===== config.mk =====
export PLATFORM = sky130hd
export DESIGN_NAME = joystick_axis_conditioner
export DESIGN_NICKNAME = d
export VERILOG_FILES = /design/src/hdl/jac_pkg.sv /design/src/hdl/jac_div.sv /design/src/hdl/jac_fifo.sv /design/src/hdl/jac_front.sv /design/src/hdl/jac_back.sv /design/src/hdl/joystick_axis_conditioner.sv
export SDC_FILE = /design/constraint.sdc
export NUM_CORES = 2
export LEC_CHECK = 0
export BUFFER_PORTS_ARGS = -buffer_cell sky130_fd_sc_hd__buf_2
export CAP_MARGIN = 20
export CORE_ASPECT_RATIO = 2
export CORE_MARGIN = 3
export CORE_UTILIZATION = 25
export CTS_CLUSTER_DIAMETER = 50
export DETAILED_ROUTE_END_ITERATION = 10
export HOLD_SLACK_MARGIN = 0.02
export SYNTH_ARGS = -nofsm -noshare
export SYNTH_HDL_FRONTEND = slang
export SYNTH_SLANG_ARGS = --single-unit
export TNS_END_PERCENT = 30

===== constraint.sdc =====
create_clock -name clk_i -period 34.6 [get_ports clk_i]
set_input_delay 3.46 -clock clk_i [delete_from_list [all_inputs] [get_ports clk_i]]
set_output_delay 3.46 -clock clk_i [all_outputs]
set_load 0.005 [all_outputs]

===== src/hdl/jac_pkg.sv =====
// Shared constants, types and codes for the joystick axis conditioner.
package jac_pkg;

  // Sample and axis geometry
  localparam int SAMPLE_BITS = 12;
  localparam int AXIS_COUNT  = 4;
  localparam int AX_W        = $clog2(AXIS_COUNT);
  localparam logic [SAMPLE_BITS-1:0] RAW_MAX = {SAMPLE_BITS{1'b1}};
  localparam logic [SAMPLE_BITS-1:0] RAW_MID = SAMPLE_BITS'(1 << (SAMPLE_BITS - 1));

  // Averaging: sum width covers up to 32 samples
  localparam int AVG_SAMPLES_DEF = 20;
  localparam int AVG_MAX         = 32;
  localparam int SUM_W           = SAMPLE_BITS + $clog2(AVG_MAX);

  // Register and field widths
  localparam int DZ_W   = 11;
  localparam int HOLD_W = 16;
  localparam int OM_W   = 7;
  localparam int MS_W   = 10;
  localparam int AXIS_W = 8;
  localparam int CFG_W  = 16;
  localparam int CFG_IDX_W = 2;

  // Divider dividend: offset magnitude times full scale
  localparam int PROD_W = SAMPLE_BITS + OM_W;

  // Register reset values
  localparam logic [DZ_W-1:0]   DEAD_ZONE_RST = DZ_W'(120);
  localparam logic [HOLD_W-1:0] HOLD_TIME_RST = HOLD_W'(3000);
  localparam logic [OM_W-1:0]   OUT_MAX_RST   = OM_W'(100);

  // Register indexes
  localparam logic [CFG_IDX_W-1:0] CFG_DEAD_ZONE = CFG_IDX_W'(0);
  localparam logic [CFG_IDX_W-1:0] CFG_HOLD_TIME = CFG_IDX_W'(1);
  localparam logic [CFG_IDX_W-1:0] CFG_OUT_MAX   = CFG_IDX_W'(2);

  // Queue between front and back
  localparam int QUEUE_DEPTH = 2;
  localparam int QPTR_W      = $clog2(QUEUE_DEPTH);
  localparam int QCNT_W      = $clog2(QUEUE_DEPTH + 1);

  typedef logic [AXIS_COUNT-1:0][SAMPLE_BITS-1:0] sample_arr_t;
  typedef logic [AXIS_COUNT-1:0][SUM_W-1:0]       sum_arr_t;
  typedef logic [AXIS_COUNT-1:0][AXIS_W-1:0]      axis_arr_t;

  // One classified request from front to back
  typedef struct packed {
    sample_arr_t raw;
    sum_arr_t    sum;
    logic        calibrating;
    logic        done;
  } jac_job_t;

  // One finished result
  typedef struct packed {
    axis_arr_t axis;
    logic      calibrating;
    logic      done;
  } jac_res_t;

  // Back-end sequencer states
  typedef enum logic [2:0] {
    BK_IDLE,
    BK_RECENTRE,
    BK_SC_START,
    BK_SC_WAIT,
    BK_HOLD
  } back_state_e;

endpackage


===== src/hdl/jac_div.sv =====
// Shared restoring divider, one quotient bit per cycle.
module jac_div (
  input  logic                             clk_i,
  input  logic                             rst_ni,
  input  logic                             start_i,
  input  logic [jac_pkg::PROD_W-1:0]       dividend_i,
  input  logic [jac_pkg::SAMPLE_BITS-1:0]  divisor_i,
  output logic                             done_o,
  output logic [jac_pkg::PROD_W-1:0]       quotient_o
);

  localparam int DW  = jac_pkg::PROD_W;
  localparam int VW  = jac_pkg::SAMPLE_BITS;
  localparam int CW  = $clog2(DW + 1);

  logic          busy_q;
  logic          done_q;
  logic [CW-1:0] cnt_q;
  logic [DW-1:0] quo_q, quo_d;
  logic [VW-1:0] rem_q, rem_d;
  logic [VW-1:0] dvs_q;
  logic [VW:0]   shifted;
  logic [VW+1:0] diff;
  logic          ge;

  // One restoring step
  always_comb begin
    shifted = {rem_q, quo_q[DW-1]};
    diff    = {1'b0, shifted} - {2'b00, dvs_q};
    ge      = ~diff[VW+1];
    rem_d   = ge ? diff[VW-1:0] : shifted[VW-1:0];
    quo_d   = {quo_q[DW-2:0], ge};
  end

  // Control
  always_ff @(posedge clk_i or negedge rst_ni) begin
    if (!rst_ni) begin
      busy_q <= 1'b0;
      done_q <= 1'b0;
      cnt_q  <= '0;
    end else begin
      done_q <= busy_q && (cnt_q == CW'(1));
      if (start_i) begin
        busy_q <= 1'b1;
        cnt_q  <= CW'(DW);
      end else if (busy_q) begin
        cnt_q <= cnt_q - CW'(1);
        if (cnt_q == CW'(1)) begin
          busy_q <= 1'b0;
        end
      end
    end
  end

  // Datapath
  always_ff @(posedge clk_i) begin
    if (start_i) begin
      quo_q <= dividend_i;
      rem_q <= '0;
      dvs_q <= divisor_i;
    end else if (busy_q) begin
      quo_q <= quo_d;
      rem_q <= rem_d;
    end
  end

  assign done_o     = done_q;
  assign quotient_o = quo_q;

  // A new division never starts over a running one
  a_no_restart: assert property (@(posedge clk_i) disable iff (!rst_ni)
    start_i |-> !busy_q)
    else $error("divider started while busy");

endmodule


===== src/hdl/jac_fifo.sv =====
// Two-entry request queue between the front and back parts.
module jac_fifo (
  input  logic               clk_i,
  input  logic               rst_ni,
  input  logic               push_i,
  input  jac_pkg::jac_job_t  push_data_i,
  output logic               full_o,
  input  logic               pop_i,
  output logic               valid_o,
  output jac_pkg::jac_job_t  pop_data_o
);

  localparam int DEPTH = jac_pkg::QUEUE_DEPTH;
  localparam int PW    = jac_pkg::QPTR_W;
  localparam int CW    = jac_pkg::QCNT_W;

  jac_pkg::jac_job_t mem_q [DEPTH];
  logic [PW-1:0] wr_ptr_q, rd_ptr_q;
  logic [CW-1:0] count_q;

  // Pointers and fill level
  always_ff @(posedge clk_i or negedge rst_ni) begin
    if (!rst_ni) begin
      wr_ptr_q <= '0;
      rd_ptr_q <= '0;
      count_q  <= '0;
    end else begin
      if (push_i) begin
        wr_ptr_q <= (wr_ptr_q == PW'(DEPTH - 1)) ? '0 : wr_ptr_q + PW'(1);
      end
      if (pop_i) begin
        rd_ptr_q <= (rd_ptr_q == PW'(DEPTH - 1)) ? '0 : rd_ptr_q + PW'(1);
      end
      case ({push_i, pop_i})
        2'b10:   count_q <= count_q + CW'(1);
        2'b01:   count_q <= count_q - CW'(1);
        default: count_q <= count_q;
      endcase
    end
  end

  // Storage
  always_ff @(posedge clk_i) begin
    if (push_i) begin
      mem_q[wr_ptr_q] <= push_data_i;
    end
  end

  assign full_o     = (count_q == CW'(DEPTH));
  assign valid_o    = (count_q != '0);
  assign pop_data_o = mem_q[rd_ptr_q];

  // The back never takes from an empty queue
  a_no_underflow: assert property (@(posedge clk_i) disable iff (!rst_ni)
    pop_i |-> (count_q != '0))
    else $error("queue popped while empty");

endmodule


===== src/hdl/jac_front.sv =====
// Front part: accepts items, tracks the button hold and accumulates averaging sums.
module jac_front #(
  parameter int AVG_SAMPLES = jac_pkg::AVG_SAMPLES_DEF
) (
  input  logic                          clk_i,
  input  logic                          rst_ni,
  input  logic                          in_valid_i,
  output logic                          in_stall_o,
  input  jac_pkg::sample_arr_t          raw_i,
  input  logic                          both_held_i,
  input  logic [jac_pkg::MS_W-1:0]      elapsed_ms_i,
  input  logic [jac_pkg::HOLD_W-1:0]    hold_time_i,
  input  logic                          full_i,
  output logic                          push_o,
  output jac_pkg::jac_job_t             job_o
);

  localparam int HW  = jac_pkg::HOLD_W;
  localparam int CNW = (AVG_SAMPLES > 1) ? $clog2(AVG_SAMPLES) : 1;

  logic             accept;
  logic             averaging_q, averaging_d;
  logic             hold_active_q, hold_active_d;
  logic [HW-1:0]    hold_el_q, hold_el_d;
  logic [CNW-1:0]   count_q, count_d;
  jac_pkg::sum_arr_t sum_q, sum_d, sum_inc;
  logic [HW:0]      el_sum;
  logic             cal, done;

  assign accept     = in_valid_i && !full_i;
  assign in_stall_o = full_i;
  assign push_o     = accept;

  // Hold timer and averaging control
  always_comb begin
    averaging_d   = averaging_q;
    hold_active_d = hold_active_q;
    hold_el_d     = hold_el_q;
    count_d       = count_q;
    sum_d         = sum_q;
    cal           = 1'b0;
    done          = 1'b0;
    el_sum        = {1'b0, hold_el_q} + (HW + 1)'(elapsed_ms_i);
    for (int i = 0; i < jac_pkg::AXIS_COUNT; i++) begin
      sum_inc[i] = sum_q[i] + jac_pkg::SUM_W'(raw_i[i]);
    end

    if (averaging_q) begin
      cal     = 1'b1;
      sum_d   = sum_inc;
      count_d = count_q + CNW'(1);
      if (count_q == CNW'(AVG_SAMPLES - 1)) begin
        done          = 1'b1;
        sum_d         = '0;
        count_d       = '0;
        averaging_d   = 1'b0;
        hold_active_d = 1'b0;
        hold_el_d     = '0;
      end
    end else if (!both_held_i) begin
      hold_active_d = 1'b0;
      hold_el_d     = '0;
    end else begin
      cal = 1'b1;
      if (!hold_active_q) begin
        hold_active_d = 1'b1;
        hold_el_d     = '0;
      end else begin
        hold_el_d = el_sum[HW] ? {HW{1'b1}} : el_sum[HW-1:0];
      end
      if (hold_el_d >= hold_time_i) begin
        averaging_d = 1'b1;
        count_d     = '0;
        sum_d       = '0;
      end
    end
  end

  // Request to the back part
  always_comb begin
    job_o.raw         = raw_i;
    job_o.sum         = sum_inc;
    job_o.calibrating = cal;
    job_o.done        = done;
  end

  always_ff @(posedge clk_i or negedge rst_ni) begin
    if (!rst_ni) begin
      averaging_q   <= 1'b0;
      hold_active_q <= 1'b0;
      hold_el_q     <= '0;
      count_q       <= '0;
      sum_q         <= '0;
    end else if (accept) begin
      averaging_q   <= averaging_d;
      hold_active_q <= hold_active_d;
      hold_el_q     <= hold_el_d;
      count_q       <= count_d;
      sum_q         <= sum_d;
    end
  end

  // Averaging only ever follows a hold that was running
  a_avg_in_hold: assert property (@(posedge clk_i) disable iff (!rst_ni)
    averaging_q |-> hold_active_q)
    else $error("averaging without an active hold");

endmodule


===== src/hdl/jac_back.sv =====
// Back part: recomputes centres, scales each axis through the shared divider.
module jac_back #(
  parameter int AVG_SAMPLES = jac_pkg::AVG_SAMPLES_DEF
) (
  input  logic                          clk_i,
  input  logic                          rst_ni,
  input  logic                          job_valid_i,
  input  jac_pkg::jac_job_t             job_i,
  output logic                          pop_o,
  input  logic [jac_pkg::DZ_W-1:0]      dead_zone_i,
  input  logic [jac_pkg::OM_W-1:0]      out_max_i,
  output logic                          out_valid_o,
  input  logic                          out_stall_i,
  output jac_pkg::jac_res_t             res_o
);

  localparam int SB = jac_pkg::SAMPLE_BITS;
  localparam int AW = jac_pkg::AX_W;
  localparam int PW = jac_pkg::PROD_W;
  localparam int OW = jac_pkg::OM_W;
  localparam int XW = jac_pkg::AXIS_W;
  localparam logic [AW-1:0] AX_LAST = AW'(jac_pkg::AXIS_COUNT - 1);

  // Average by reciprocal multiply: exact floor for every SW-bit sum
  localparam int SW = jac_pkg::SUM_W;
  localparam int RL = (AVG_SAMPLES > 1) ? $clog2(AVG_SAMPLES) : 0;
  localparam int RS = SW + RL;
  localparam int RW = SW + 1;
  localparam int MW = SW + RW;
  localparam logic [RW-1:0] RECIP = RW'(((1 << RS) + AVG_SAMPLES - 1) / AVG_SAMPLES);

  jac_pkg::back_state_e state_q, state_d;
  logic [AW-1:0]        ax_q;
  jac_pkg::jac_job_t    job_q;
  logic [SB-1:0]        center_q [jac_pkg::AXIS_COUNT];
  jac_pkg::axis_arr_t   axis_q;
  logic                 neg_q;
  jac_pkg::jac_res_t    out_q;
  logic                 out_valid_q;

  logic                 div_start;
  logic [PW-1:0]        div_dividend;
  logic [SB-1:0]        div_divisor;
  logic                 div_done;
  logic [PW-1:0]        div_quo;
  logic                 load_out;
  logic [MW-1:0]        avg_prod;
  logic [SB-1:0]        avg_ctr;

  // Scaling set-up for the current axis
  logic [SB-1:0]   ctr, raw, mag, span, up_span;
  logic [SB:0]     diff;
  logic            neg, in_dz;
  logic [PW-1:0]   num;
  logic [OW-1:0]   q_clamp;
  logic [XW-1:0]   axis_val;

  always_comb begin
    ctr     = center_q[ax_q];
    raw     = job_q.raw[ax_q];
    diff    = {1'b0, raw} - {1'b0, ctr};
    neg     = diff[SB];
    mag     = neg ? SB'(-diff) : diff[SB-1:0];
    in_dz   = (mag < SB'(dead_zone_i));
    up_span = jac_pkg::RAW_MAX - ctr;
    if (neg) begin
      span = (ctr != '0) ? ctr : SB'(1);
    end else begin
      span = (up_span != '0) ? up_span : SB'(1);
    end
    num = in_dz ? '0 : PW'(mag) * PW'(out_max_i);
  end

  // New centre for the current axis: sum over the sample count
  always_comb begin
    avg_prod = MW'(job_q.sum[ax_q]) * MW'(RECIP);
    avg_ctr  = avg_prod[RS +: SB];
  end

  // Clamp and sign the quotient
  always_comb begin
    q_clamp  = (div_quo > PW'(out_max_i)) ? out_max_i : div_quo[OW-1:0];
    axis_val = neg_q ? XW'(-{1'b0, q_clamp}) : XW'({1'b0, q_clamp});
  end

  // Next state
  always_comb begin
    state_d = state_q;
    unique case (state_q)
      jac_pkg::BK_IDLE: begin
        if (job_valid_i) begin
          state_d = job_i.done ? jac_pkg::BK_RECENTRE : jac_pkg::BK_SC_START;
        end
      end
      jac_pkg::BK_RECENTRE: begin
        if (ax_q == AX_LAST) begin
          state_d = jac_pkg::BK_SC_START;
        end
      end
      jac_pkg::BK_SC_START: state_d = jac_pkg::BK_SC_WAIT;
      jac_pkg::BK_SC_WAIT: begin
        if (div_done) begin
          state_d = (ax_q == AX_LAST) ? jac_pkg::BK_HOLD : jac_pkg::BK_SC_START;
        end
      end
      jac_pkg::BK_HOLD: begin
        if (!out_valid_q || !out_stall_i) begin
          state_d = jac_pkg::BK_IDLE;
        end
      end
      default: state_d = jac_pkg::BK_IDLE;
    endcase
  end

  // State outputs
  always_comb begin
    pop_o        = 1'b0;
    div_start    = 1'b0;
    div_dividend = num;
    div_divisor  = span;
    load_out     = 1'b0;
    unique case (state_q)
      jac_pkg::BK_IDLE:      pop_o = job_valid_i;
      jac_pkg::BK_SC_START:  div_start = 1'b1;
      jac_pkg::BK_HOLD:      load_out = !out_valid_q || !out_stall_i;
      default: ;
    endcase
  end

  jac_div u_div (
    .clk_i      (clk_i),
    .rst_ni     (rst_ni),
    .start_i    (div_start),
    .dividend_i (div_dividend),
    .divisor_i  (div_divisor),
    .done_o     (div_done),
    .quotient_o (div_quo)
  );

  // Control state, centres and output register
  always_ff @(posedge clk_i or negedge rst_ni) begin
    if (!rst_ni) begin
      state_q     <= jac_pkg::BK_IDLE;
      ax_q        <= '0;
      out_valid_q <= 1'b0;
      for (int i = 0; i < jac_pkg::AXIS_COUNT; i++) begin
        center_q[i] <= jac_pkg::RAW_MID;
      end
    end else begin
      state_q <= state_d;
      if (pop_o) begin
        ax_q <= '0;
      end else if (div_done || state_q == jac_pkg::BK_RECENTRE) begin
        ax_q <= (ax_q == AX_LAST) ? '0 : ax_q + AW'(1);
      end
      if (state_q == jac_pkg::BK_RECENTRE) begin
        center_q[ax_q] <= avg_ctr;
      end
      if (load_out) begin
        out_valid_q <= 1'b1;
      end else if (!out_stall_i) begin
        out_valid_q <= 1'b0;
      end
    end
  end

  // Payload registers
  always_ff @(posedge clk_i) begin
    if (pop_o) begin
      job_q <= job_i;
    end
    if (state_q == jac_pkg::BK_SC_START) begin
      neg_q <= neg && !in_dz;
    end
    if (state_q == jac_pkg::BK_SC_WAIT && div_done) begin
      axis_q[ax_q] <= axis_val;
    end
    if (load_out) begin
      out_q.axis        <= axis_q;
      out_q.calibrating <= job_q.calibrating;
      out_q.done        <= job_q.done;
    end
  end

  assign out_valid_o = out_valid_q;
  assign res_o       = out_q;

  // Divider results arrive only while the wait state expects them
  a_div_expected: assert property (@(posedge clk_i) disable iff (!rst_ni)
    div_done |-> (state_q == jac_pkg::BK_SC_WAIT))
    else $error("unexpected divider result");

  // A recentre result is always flagged as calibrating
  a_done_cal: assert property (@(posedge clk_i) disable iff (!rst_ni)
    (out_valid_q && out_q.done) |-> out_q.calibrating)
    else $error("recentre result without calibrating flag");

endmodule


===== src/hdl/joystick_axis_conditioner.sv =====
// Joystick axis conditioner top level: configuration registers and front/queue/back.
//
// Each request carries four raw 12-bit stick samples, a both-buttons flag and
// the milliseconds since the previous request; each yields one result with four
// signed axis values (dead zone, centre offset, scaled to +-out_max), a
// calibrating flag and a recentre-done flag. The front takes a request into a
// two-entry queue while that queue is not full; the back then scales the four axes,
// one pass each through a shared bit-serial divider, and on a request that completes
// a recentre first sets the four new centres, each taken from its sample sum by a
// reciprocal multiply. Results wait in an output register, so the back goes on
// with further requests meanwhile. Configuration must be written by the user through
// cfg_we_i/cfg_idx_i/cfg_wdata_i only while idle; the block does not enforce this.
module joystick_axis_conditioner #(
  parameter int AVG_SAMPLES = jac_pkg::AVG_SAMPLES_DEF
) (
  input  logic                              clk_i,
  input  logic                              rst_ni,
  // configuration
  input  logic                              cfg_we_i,
  input  logic [jac_pkg::CFG_IDX_W-1:0]     cfg_idx_i,
  input  logic [jac_pkg::CFG_W-1:0]         cfg_wdata_i,
  // input channel
  input  logic                              in_valid_i,
  output logic                              in_stall_o,
  input  logic [jac_pkg::SAMPLE_BITS-1:0]   raw_x0_i,
  input  logic [jac_pkg::SAMPLE_BITS-1:0]   raw_y0_i,
  input  logic [jac_pkg::SAMPLE_BITS-1:0]   raw_x1_i,
  input  logic [jac_pkg::SAMPLE_BITS-1:0]   raw_y1_i,
  input  logic                              both_held_i,
  input  logic [jac_pkg::MS_W-1:0]          elapsed_ms_i,
  // output channel
  output logic                              out_valid_o,
  input  logic                              out_stall_i,
  output logic signed [jac_pkg::AXIS_W-1:0] axis_x0_o,
  output logic signed [jac_pkg::AXIS_W-1:0] axis_y0_o,
  output logic signed [jac_pkg::AXIS_W-1:0] axis_x1_o,
  output logic signed [jac_pkg::AXIS_W-1:0] axis_y1_o,
  output logic                              calibrating_o,
  output logic                              recenter_done_o
);

  logic [jac_pkg::DZ_W-1:0]   dead_zone_q;
  logic [jac_pkg::HOLD_W-1:0] hold_time_q;
  logic [jac_pkg::OM_W-1:0]   out_max_q;

  jac_pkg::sample_arr_t raw;
  jac_pkg::jac_job_t    push_job, pop_job;
  jac_pkg::jac_res_t    res;
  logic                 q_full, q_valid, push, pop;

  // Configuration registers
  always_ff @(posedge clk_i or negedge rst_ni) begin
    if (!rst_ni) begin
      dead_zone_q <= jac_pkg::DEAD_ZONE_RST;
      hold_time_q <= jac_pkg::HOLD_TIME_RST;
      out_max_q   <= jac_pkg::OUT_MAX_RST;
    end else if (cfg_we_i) begin
      case (cfg_idx_i)
        jac_pkg::CFG_DEAD_ZONE: dead_zone_q <= cfg_wdata_i[jac_pkg::DZ_W-1:0];
        jac_pkg::CFG_HOLD_TIME: hold_time_q <= cfg_wdata_i[jac_pkg::HOLD_W-1:0];
        jac_pkg::CFG_OUT_MAX:   out_max_q   <= cfg_wdata_i[jac_pkg::OM_W-1:0];
        default: ;
      endcase
    end
  end

  // Gather the sample ports
  assign raw[0] = raw_x0_i;
  assign raw[1] = raw_y0_i;
  assign raw[2] = raw_x1_i;
  assign raw[3] = raw_y1_i;

  jac_front #(
    .AVG_SAMPLES (AVG_SAMPLES)
  ) u_front (
    .clk_i        (clk_i),
    .rst_ni       (rst_ni),
    .in_valid_i   (in_valid_i),
    .in_stall_o   (in_stall_o),
    .raw_i        (raw),
    .both_held_i  (both_held_i),
    .elapsed_ms_i (elapsed_ms_i),
    .hold_time_i  (hold_time_q),
    .full_i       (q_full),
    .push_o       (push),
    .job_o        (push_job)
  );

  jac_fifo u_fifo (
    .clk_i       (clk_i),
    .rst_ni      (rst_ni),
    .push_i      (push),
    .push_data_i (push_job),
    .full_o      (q_full),
    .pop_i       (pop),
    .valid_o     (q_valid),
    .pop_data_o  (pop_job)
  );

  jac_back #(
    .AVG_SAMPLES (AVG_SAMPLES)
  ) u_back (
    .clk_i       (clk_i),
    .rst_ni      (rst_ni),
    .job_valid_i (q_valid),
    .job_i       (pop_job),
    .pop_o       (pop),
    .dead_zone_i (dead_zone_q),
    .out_max_i   (out_max_q),
    .out_valid_o (out_valid_o),
    .out_stall_i (out_stall_i),
    .res_o       (res)
  );

  // Result fields
  assign axis_x0_o       = res.axis[0];
  assign axis_y0_o       = res.axis[1];
  assign axis_x1_o       = res.axis[2];
  assign axis_y1_o       = res.axis[3];
  assign calibrating_o   = res.calibrating;
  assign recenter_done_o = res.done;

endmodule


# Word-level counts from Yosys, hierarchy flattened
# Memories as Yosys holds them, arrays and structs flattened.
# Index checks and enable logic that the tools add are counted.
# op_classes
n_addsub	17
mul	2
n_div	0
n_lt_le_gt_ge	7
eq_ne	18
shifts	0
mux	73
bitwise_logic	2
reduce_logical	28
# ops
op	n
68-bit two-way mux	4
16-bit two-way mux	7
12-bit two-way mux	9
17-bit by 12-bit adder with 17-bit output	4
19-bit two-way mux	3
12-bit binary-select mux with 2-bit select	2
48-bit bitwise mux	1
17-bit binary-select mux with 2-bit select	1
32-bit bitwise mux	1
17-bit by 16-bit multiplier with 32-bit output, second input constant	1
5-bit two-way mux	6
12-bit demux with 2-bit select	1
12-bit nonzero test	2
1-bit two-way mux	22
19-bit by 7-bit greater-than comparator with 1-bit output	1
12-bit by 7-bit multiplier with 19-bit output	1
16-bit by 10-bit adder with 17-bit output	1
17-bit two-way mux	1
8-bit demux with 2-bit select	1
16-bit >= comparator	1
8-bit two-way mux	2
3-bit two-way mux	5
3-bit one-hot mux with 5 select lines	1
13-bit by 12-bit subtractor with 14-bit output	1
other kinds (37)	68
# word_totals
ff_bits	418
latch_bits	0
mem_bits_rw	236
rom_bits	0
inputBits	82
output_inout_bits	36
wordCells	196
n_memories	1
# mem_list
memory	words	width	rd	rd_ports_with_merged_regs	wr	line_no	rtl
u_fifo.mem_q	2	118	1	0	1	jac_fifo.sv:17	jac_pkg::jac_job_t mem_q [DEPTH];

# Depth between registers and ports, before layout
# depth
depth_word	10
ltp_mapped	34
ltp_nobuf	30

# Cells and area by module
# From an unflattened synthesis, not the netlist that was laid out.
# unflattened
cells_unflattened	3016
hier_area_um2	37712.4
# by_module_without_submodules
mod	instances	cells_per_inst	area_per_inst_um2	seq_area_each_um2
jac_back	1	1445	17381.7	6911.6
jac_fifo	1	383	8744.6	7186.9
jac_front	1	879	7552.2	2277.2
jac_div	1	236	2716.4	1346.3
joystick_axis_conditioner	1	73	1317.5	868.3

# Worst setup path after synthesis
# Ideal clock, no wire load.
# synth_timing
path_type	register -> register
from	reg u_back.state_q[0]
to	reg u_fifo.count_q[1]
setup_time_ns	0.079
t_arrival_ns	13.974
required_ns	34.521
path_slack_ns	20.546
path_stages_with_launch	6
n_path_buf	1
synth_period_minus_slack_ns	14.054
cell_sequence	dfrtp_1 clkbuf_1 nor4_1 ha_1 nor2_1 xor2_1
# synth_between
elab_chain_cells	4
elab_cells_between_ends	6
cone_classes	eq/ne: 2; mux: 2; reduce/logical: 2
# synth_rtl
item	line_no	rtl
start, declared	jac_back.sv:32	jac_pkg::back_state_e state_q, state_d;
start signal, assigned	jac_back.sv:143	state_q <= jac_pkg::BK_IDLE;
start signal, assigned	jac_back.sv:150	state_q <= state_d;
3-bit zero test (*)	jac_back.sv:122	unique case (state_q)
1-bit two-way mux (*)	jac_back.sv:122	
net pop	joystick_axis_conditioner.sv:49	logic q_full, q_valid, push, pop;
2-bit by 1-bit equality test with 1-bit output / 2-bit equality test (equally long branches)	jac_fifo.sv:34	case ({push_i, pop_i})
2-bit one-hot mux with 2 select lines / 2-bit nonzero test (equally long branches)	--	
end signal, assigned	jac_fifo.sv:35	2'b10: count_q <= count_q + CW'(1);
end signal, assigned	jac_fifo.sv:36	2'b01: count_q <= count_q - CW'(1);
end signal, assigned	jac_fifo.sv:37	default: count_q <= count_q;
end, declared	jac_fifo.sv:19	logic [CW-1:0] count_q;
# The timed path passes the listed nets; every way through them passes the cells marked *.
# A chain may end at the register's enable or synchronous reset.

# Worst setup path in the final report
# layout_timing
from	reg u_back.ax_q[0]
to	reg u_back.u_div.quo_q[18], in the netlist u_back.u_div.quotient_o[18] (data pin)
# layout_between
elab_chain_cells	10
elab_cells_between_ends	13
cone_classes	add/sub: 2; mul: 1; order compare: 1; mux: 8; bitwise: 1
# layout_rtl
item	line_no	rtl
start, declared	jac_back.sv:33	logic [AW-1:0] ax_q;
start signal, assigned	jac_back.sv:154	ax_q <= (ax_q == AX_LAST) ? '0 : ax_q + AW'(1);
2-bit NOT with 3-bit output (not written as such)	jac_back.sv:59	ctr = center_q[ax_q];
12-bit binary-select mux with 2-bit select	jac_back.sv:59	
12-bit two-way mux (not written as such) (2 in a row)	jac_back.sv:59	
12-bit by 12-bit subtractor with 13-bit output (*)	jac_back.sv:61	diff = {1'b0, raw} - {1'b0, ctr};
12-bit negation	jac_back.sv:63	mag = neg ? SB'(-diff) : diff[SB-1:0];
12-bit two-way mux (*)	jac_back.sv:63	
12-bit by 7-bit multiplier with 19-bit output / 12-bit by 11-bit < comparator with 1-bit output (equally long branches)	jac_back.sv:71, jac_back.sv:64	
19-bit two-way mux (*)	jac_back.sv:71	num = in_dz ? '0 : PW'(mag) * PW'(out_max_i);
19-bit two-way mux (*)	jac_div.sv:57	if (start_i) begin
end signal, assigned	jac_div.sv:58	quo_q <= dividend_i;
end signal, assigned	jac_div.sv:62	quo_q <= quo_d;
end, declared	jac_div.sv:19	logic [DW-1:0] quo_q, quo_d;
# Every way passes the cells marked *; elsewhere a longest branch is shown, timed or not. The select of a mux whose other input is x is not followed.

==> flow_metrics.env <==
export IMPL_synth_top_flop_cell="edfxtp_1"
export IMPL_via_count=23630
export IMPL_coreArea_um2=148600
export IMPL_final_cells=5164
export IMPL_crit_buf_inv=5
export IMPL_cts_tree="built"
export IMPL_cts_setup_buffers=0
export IMPL_worst_setup_path_type="flop to flop"
export IMPL_period_needed_ns=9.048
export IMPL_first_pass_iters=5
export IMPL_hold_class="flop to flop"
export IMPL_max_cap_violations=0
export IMPL_cp_depth=27
export IMPL_cp_slowest_cell="buf_4"
export IMPL_synth_cell_types=84
export IMPL_path_clk_slew_ns=0.07
export IMPL_io_pins=118
export IMPL_wl_um=96160
export IMPL_final_layout_size_suffix_gt1_frac=0.1536
export IMPL_drt_iter0_drc=1154
export IMPL_syn_instance_count=3065
export IMPL_area_delta_synth_final_pct=14.41
export IMPL_crit_arrival_ns=9.50
export IMPL_hold_viol_final=0
export IMPL_holdBufCountCts=0
export IMPL_clk_latency_ns=0.65
export IMPL_grt_pass1_vias=25520
export IMPL_grt_max_degree=85
export IMPL_syn_avg_cell_area_um2=12.21
export IMPL_cp_start_kind="flop"
export IMPL_synth_area_um2=37430
export IMPL_synth_nets=3582
export IMPL_chipHeight_um=553.2
export IMPL_rsz0062_at_grt="false"
export IMPL_gp_congestion=0.8810
export IMPL_r2r_cells=27
export IMPL_dp_cells=5028
export IMPL_crit_top_cell="fa_1"
export IMPL_antenna_left=0
export IMPL_start_util=0.2518
export IMPL_synth_seq_cells=654
export IMPL_numCtsBuffers=70
export IMPL_ctsRootBufferMaster="clkbuf_16"
export IMPL_multi_input_area_um2=17350
export IMPL_slew_viol_final=0
export IMPL_fin_nets=3702
export IMPL_port_buffers=117
export IMPL_routed_top_layer="met5"
export IMPL_cpPeakStageDelay_ns=0.76
export IMPL_worstMarginPinSlew_ns=1.017
export IMPL_placementRows=200
export IMPL_fin_tns_setup_ns=0
export IMPL_fin_skew_ns=0.05173
export IMPL_hold_depth=0
export IMPL_synth_edff_count=452
export IMPL_cts_resized_gates=0
export IMPL_crit_path_end_kind="flop"
export IMPL_dieArea_um2=154700
export IMPL_fin_ws_ns=25.55
export IMPL_timing_slew_headroom=0.3221
export IMPL_synth_top_cell_area_share=0.3627
export IMPL_post_drt_via_cell_ratio=4.575
export IMPL_cts_sinks=654
export IMPL_setup_viol=0
export IMPL_wl_met3_um=2940
export IMPL_status="finished clean"
export IMPL_wl_met1_um=33100
export IMPL_cp_required_ns=35.05
export IMPL_nFillCells=15280
export IMPL_pre_cts_slack_ns=25.43
export IMPL_track_usage=0.1245
export IMPL_route_detailed_drc=0
export IMPL_die_w_um=279.6
export IMPL_path_delay_family="adder cells"
export IMPL_avgRoutedWirePerCell_um=18.62
export IMPL_fmax_ghz=0.1105
export IMPL_ys_seq_area_frac=0.4967
export IMPL_synthArstFlopShare=0.2905
export IMPL_fin_hold_ws_ns=0.4153
export IMPL_clockBufferDepth=3
export IMPL_path_max_fanout=36
export IMPL_grt_overflow_total=0
export IMPL_yosys_area_top_type="edfxtp_1"
export IMPL_grt_pass1_wl_um=147600
export IMPL_synth_area_leaders="edfxtp_1 36%, dfrtp_1 12%, ha_1 9.7%"
export IMPL_dpl_hpwl_um=73030
export IMPL_synth_warning_count=0
export IMPL_htree_levels=3
export IMPL_min_period_over_period=0.2615
export IMPL_seqCellArea_um2=18600
export IMPL_antenna_found_initial=8
export IMPL_wl_met2_um=54010
## flip-flops by register name (all words and copies together), names as in the netlist, 19 cells and up
register	cells
u_back.job_q	118
u_back.center_q	48
u_back.u_div.quotient_o	19
u_back.res_o	34
u_front.sum_q	68
u_back.axis_q	32
u_fifo.mem_q	236
## synth_stat cells, drive strengths merged (17+ instances only)
master  number
a211oi      19
a21o        45
a21oi      127
a22o        19
and2        45
and3        17
buf         19
clkbuf      75
dfrtp      172
dfstp       18
edfxtp     452
fa         144
ha         291
inv        307
mux2       142
mux4        42
nand2      275
nand2b      24
nand3       17
nand4       17
nor2       132
nor3        39
o211ai      20
o21a        24
o21ai      199
o21bai      24
o31ai       19
or3         20
xnor2      102
xor2        47
## cells by family (layout without fill, tap and decap cells)
| kind of cell | after synthesis | after routing | synth area share |
|---|---|---|---|
| muxes | 200 | 200 | 0.07228 |
| adders and majority gates | 435 | 435 | 0.1743 |
| AOI/OAI and AO/OA | 576 | 576 | 0.09899 |
| and+or+nand+nor | 648 | 648 | 0.08157 |
| other | 0 | 2 | 0 |
| xor gates and xnor gates | 149 | 149 | 0.03487 |
| DFF | 654 | 654 | 0.4967 |
| buffers and inverters | 403 | 581 | 0.04125 |
## through the flow
step	cell area, µm²	utilization
global placement	40250	0.2708
detailed placement	40270	0.2709
finish	42820	0.2881
CTS	42760	0.2877
floorplan	37430	-
global route	42820	0.2881
## final cells by class
class,count,share of cell area
antenna,2,0.0001169
clock buffer,87,0.04538
inverter,309,0.02709
sequential,654,0.4343
tap,1919,0.05608
timing repair buffer,142,0.01896
multi-input combinational,2008,0.4052
clock inverter,43,0.01286
## layer usage
| metal | vias up | track usage |
|---|---|---|
| li1 | 11180 | - |
| met1 | 11700 | 0.1194 |
| met2 | 492 | 0.2460 |
| met3 | 248 | 0.01629 |
| met4 | 6 | 0.07627 |
| met5 | - | 0 |
## cell usage in the layout, fill, tap and decap left out, drive strengths merged, types with 17 or more instances in the layout
cell / Yosys / layout
nand4: 17 / 17
nand2: 275 / 275
edfxtp: 452 / 452
or3: 20 / 20
xnor2: 102 / 102
ha: 291 / 291
a211oi: 19 / 19
a21oi: 127 / 127
and2: 45 / 45
a22o: 19 / 19
xor2: 47 / 47
o31ai: 19 / 19
nor3: 39 / 39
mux4: 42 / 42
a21o: 45 / 45
fa: 144 / 144
o211ai: 20 / 20
o21ai: 199 / 199
nor2: 132 / 132
nand2b: 24 / 24
clkinv: 2 / 25
nand3: 17 / 17
dfrtp: 172 / 172
inv: 307 / 318
o21bai: 24 / 24
buf: 19 / 142
mux2: 142 / 142
o21a: 24 / 24
dfstp: 18 / 18
and3: 17 / 17
clkbuf: 75 / 87
## path summary, 6_finish.rpt
check / from / end / slack (ns)
max: u_back.ax_q[0]$_DFFE_PN0P_ / u_back.u_div.quotient_o[18]$_DFFE_PP_ / 25.55
min: u_back.axis_q[29]$_DFFE_PP_ / u_back.res_o[31]$_DFFE_PP_ / 0.42
max reg2reg: u_back.ax_q[0]$_DFFE_PN0P_ / u_back.u_div.quotient_o[18]$_DFFE_PP_ / 25.55
min reg2reg: u_back.axis_q[29]$_DFFE_PP_ / u_back.res_o[31]$_DFFE_PP_ / 0.42
max in group asynchronous: rst_ni / u_front.sum_q[62]$_DFFE_PN0P_ / 29.65
min in group asynchronous: rst_ni / u_front.hold_el_q[0]$_DFFE_PN0P_ / 2.77
Power is not shown: default switching activity piles up to over one toggle a cycle in this logic, so the estimate is an artifact.
